**src/rtl/lzrw_pkg.sv**
```systemverilog
// Shared types and constants of the LZRW1 stream decompressor.
package lzrw_pkg;

    localparam int WIN_BYTES = 4096;
    localparam int WIN_AW    = 12;
    localparam int FILL_W    = WIN_AW + 1;
    localparam int RUN_W     = 5;
    localparam int GROUP_LEN = 16;
    localparam int MIN_MATCH = 3;

    localparam logic [7:0] LEN_MASK = 8'h0F;
    localparam logic [7:0] OFS_MASK = 8'hF0;

    typedef enum logic [1:0] {
        PH_CTRL_LO = 2'd0,
        PH_CTRL_HI = 2'd1,
        PH_ITEM    = 2'd2,
        PH_COPY2   = 2'd3
    } phase_t;

    // controller -> datapath
    typedef struct packed {
        logic take;   // input transfer this cycle
        logic rd;     // issue history read
        logic emit;   // write history and load output register
    } lzrw_cmd_t;

    // datapath -> controller
    typedef struct packed {
        logic go_lit;    // incoming byte is a literal
        logic go_copy;   // incoming byte completes a copy item
        logic out_free;  // output register can take a byte
        logic last;      // byte about to be emitted ends the run
    } lzrw_stat_t;

endpackage

```
**src/rtl/lzrw_ctrl.sv**
```systemverilog
// Sequencing state machine: input transfers, history reads and byte emission.
module lzrw_ctrl (
    input  logic               clk,
    input  logic               rst_n,
    input  logic               in_valid,
    output logic               in_ready,
    input  lzrw_pkg::lzrw_stat_t stat,
    output lzrw_pkg::lzrw_cmd_t  cmd
);
    import lzrw_pkg::*;

    typedef enum logic [1:0] {
        S_IDLE,
        S_READ,
        S_EMIT
    } state_t;

    state_t state_reg;
    state_t state_next;

    assign in_ready = (state_reg == S_IDLE);

    always_comb
    begin
        cmd.take = in_valid && (state_reg == S_IDLE);
        cmd.rd   = (state_reg == S_READ);
        cmd.emit = (state_reg == S_EMIT) && stat.out_free;
    end

    always_comb
    begin
        state_next = state_reg;
        case (state_reg)
            S_IDLE:
            begin
                if (cmd.take)
                begin
                    if (stat.go_lit)
                        state_next = S_EMIT;
                    else if (stat.go_copy)
                        state_next = S_READ;
                end
            end
            S_READ:
                state_next = S_EMIT;
            S_EMIT:
            begin
                if (cmd.emit)
                    state_next = stat.last ? S_IDLE : S_READ;
            end
            default:
                state_next = S_IDLE;
        endcase
    end

    always_ff @(posedge clk or negedge rst_n)
    begin
        if (!rst_n)
            state_reg <= S_IDLE;
        else
            state_reg <= state_next;
    end

endmodule

```
**config.mk**
```make
export PLATFORM = sky130hd
export DESIGN_NAME = lzrw_ctrl
export DESIGN_NICKNAME = d
export VERILOG_FILES = /design/src/rtl/lzrw_pkg.sv /design/src/rtl/lzrw_ctrl.sv
export SDC_FILE = /design/constraint.sdc
export NUM_CORES = 1
export LEC_CHECK = 0
export BUFFER_PORTS_ARGS = -buffer_cell sky130_fd_sc_hd__buf_4
export CAP_MARGIN = 10
export CORE_AREA = 2 2 39 41
export DETAILED_ROUTE_END_ITERATION = 6
export DIE_AREA = 0 0 41 43
export GPL_TIMING_DRIVEN = 0
export MAX_ROUTING_LAYER = met4
export RECOVER_POWER = 25
export SLEW_MARGIN = 10
export SYNTH_ARGS = -nofsm -noshare
export SYNTH_HDL_FRONTEND = slang
export SYNTH_SLANG_ARGS = --single-unit
```
**constraint.sdc**
```tcl
create_clock -name clk -period 2.7 [get_ports clk]
set_input_delay 0.54 -clock clk [delete_from_list [all_inputs] [get_ports clk]]
set_output_delay 0.54 -clock clk [all_outputs]
set_load 0.03 [all_outputs]
```
==> flow_metrics.env <==
export IMPL_outcome="complete, no violations"
export IMPL_routabilityCongestion=0.532
export IMPL_row_count=14
export IMPL_grt_pass1_vias=142
export IMPL_critPathMaxFanout=6
export IMPL_critPathKind="flop to output pin"
export IMPL_postLayoutCoreUtil_pct=16.6
export IMPL_worst_pin_slew_ns=0.173
export IMPL_dieHeight_um=43
export IMPL_post_cts_resized=0
export IMPL_peakVddDrop_mv=0.114
export IMPL_crit_arrival_ns=1.05
export IMPL_startpoint="state_reg[1]"
export IMPL_core_area_um2=1380
export IMPL_grt_pass1_wl_um=427
export IMPL_crit_family="flip-flops"
export IMPL_ys_ff_latch=2
export IMPL_port_buffers=10
export IMPL_seq_area_frac_synth_pct=43.0
export IMPL_fmax_ghz=0.628
export IMPL_ios=11
export IMPL_syn_num_nets=19
export IMPL_period_minus_slack_ns=1.59
export IMPL_fin_skew_ns=0.00188
export IMPL_final_common_cell="buf_4"
export IMPL_min_path_type="input port to asynchronous set/reset pin"
export IMPL_postCtsSetupBuffers=0
export IMPL_antenna_found_initial=0
export IMPL_cts_sinks=2
export IMPL_regToRegSetupSlack_ns=1.74
export IMPL_route_detailed_drc=0
export IMPL_slew_headroom_pct=88.4
export IMPL_critPathBufInv=1
export IMPL_slowest_delay_ns=0.42
export IMPL_layout_nets=34
export IMPL_synth_area_leader_cell="dfrtp_1"
export IMPL_cp_start_kind="flop"
export IMPL_largest_reg_flops=2
export IMPL_yosys_warnings=0
export IMPL_yosysUniqueCellTypes=10
export IMPL_layout_cells_most_common_list="9 x buf_4, 3 x clkbuf_4, 2 x inv_1, 2 x dfrtp_1"
export IMPL_cts_made_buffers=3
export IMPL_htreeDepth=1
export IMPL_r2r_start="state_reg[1]"
export IMPL_drtIter0Drc=3
export IMPL_antenna_left=0
export IMPL_wl_per_cell_um=7.66
export IMPL_initial_utilization_pct=8.41
export IMPL_rsz0062_at_grt="no"
export IMPL_critical_path_required_ns=2.16
export IMPL_drive_above_1_share_pct=52.0
export IMPL_clk_pin_slew_ns=0.03
export IMPL_insertion_delay_ns=0.22
export IMPL_grt_overflow_total=0
export IMPL_drv_slew=0
export IMPL_worstPathCellList="nor3b_2, buf_4"
export IMPL_cpMaxStageDelayCell="dfrtp_1"
export IMPL_first_pass_iters=2
export IMPL_grt_total_usage_pct=4.53
export IMPL_setup_tns_ns=0
export IMPL_wl_um=314
export IMPL_grt_max_degree=7
export IMPL_syn_to_final_growth_pct=97.8
export IMPL_setup_viol=0
export IMPL_synth_top_area_share_pct=43.0
export IMPL_die_w_um=41
export IMPL_postCtsHoldBufs=0
export IMPL_via_per_inst=3.39
export IMPL_clk_path_buf_depth=2
export IMPL_cts_tree="yes"
export IMPL_syn_area_per_cell_um2=9.70
export IMPL_vias=139
export IMPL_die_area_um2=1760
export IMPL_synthCells=12
export IMPL_diodes=0
export IMPL_hold_violations=0
export IMPL_ys_top_cells_by_area="dfrtp_1 43%, nor3b_2 11%, a32o_1 8.6%"
export IMPL_root_buffer="clkbuf_4"
export IMPL_leakagePower_nw=0.118
export IMPL_cp_end_kind="output pin"
export IMPL_power_density_nw_per_um2=822
export IMPL_synth_area_um2=116
export IMPL_period_share_pct=59.0
export IMPL_maxCapViolCount=0
cell type report:
type                            count  area [um2]
Fill cell                         158        1150
Timing Repair Buffer               10        71.3
Inverter                            2        7.51
Clock buffer                        3        22.5
Tap cell                           16        20.0
Sequential cell                     2        50.0
Multi-Input combinational cell      8        58.8
cell usage after synthesis:
master and number:
dfrtp_1 2, inv_1 2, a21oi_1 1, a32o_1 1, and3b_1 1, nand2b_1 1, nor2_1 1, nor2b_1 1
nor3b_2 1, o22ai_1 1
per-stage QoR:
| step | cell area, um2 | hold WS [ns] | cells | power (mW) | setup WS (ns) |
|---|---|---|---|---|---|
| floorplan | 116 | 0.244 | 12 | 0.0943 | 1.16 |
| global placement | 211 | 0.324 | 38 | 0.126 | 1.17 |
| detailed placement | 211 | 0.324 | 38 | 0.126 | 1.17 |
| CTS | 234 | 0.0841 | 41 | 0.195 | 1.09 |
| global route | 230 | 0.106 | 41 | 0.202 | 1.05 |
| finish | 230 | 0.0973 | 41 | 0.189 | 1.11 |
metal layers:
metal  track usage, %  routed length, um  vias to the layer above
met5                -                  0                        -
li1                 -                  -                       69
met3             3.14                 61                        2
met1             2.89                113                       59
met2             5.31                129                        9
met4             8.00                  9                        0
logic make-up (layout without fill, tap and decap cells):
group / Yosys count / count (layout) / synth area share (%)
DFF: 2 / 2 / 43.0
and+or+nand+nor: 5 / 5 / 32.3
buffers and inverters: 2 / 15 / 6.45
AOI/OAI and AO/OA: 3 / 3 / 18.3
report_power, final:
group	switching (mW)	internal, mW
Sequential	0.0100	0.0371
Clock	0.0162	0.0490
Combinational	0.0426	0.0342
Total	0.0689	0.120
final timing paths:
check | cells past startpoint | end
setup / recovery | 2 | cmd[2]
hold / removal | 1 | state_reg[1]
setup reg to reg | 2 | state_reg[0]
hold reg to reg | 1 | state_reg[1]
max in group asynchronous | 1 | state_reg[0]
min in group clk | 2 | state_reg[1]
No activity file was read; power rests on OpenSTA's default activity.
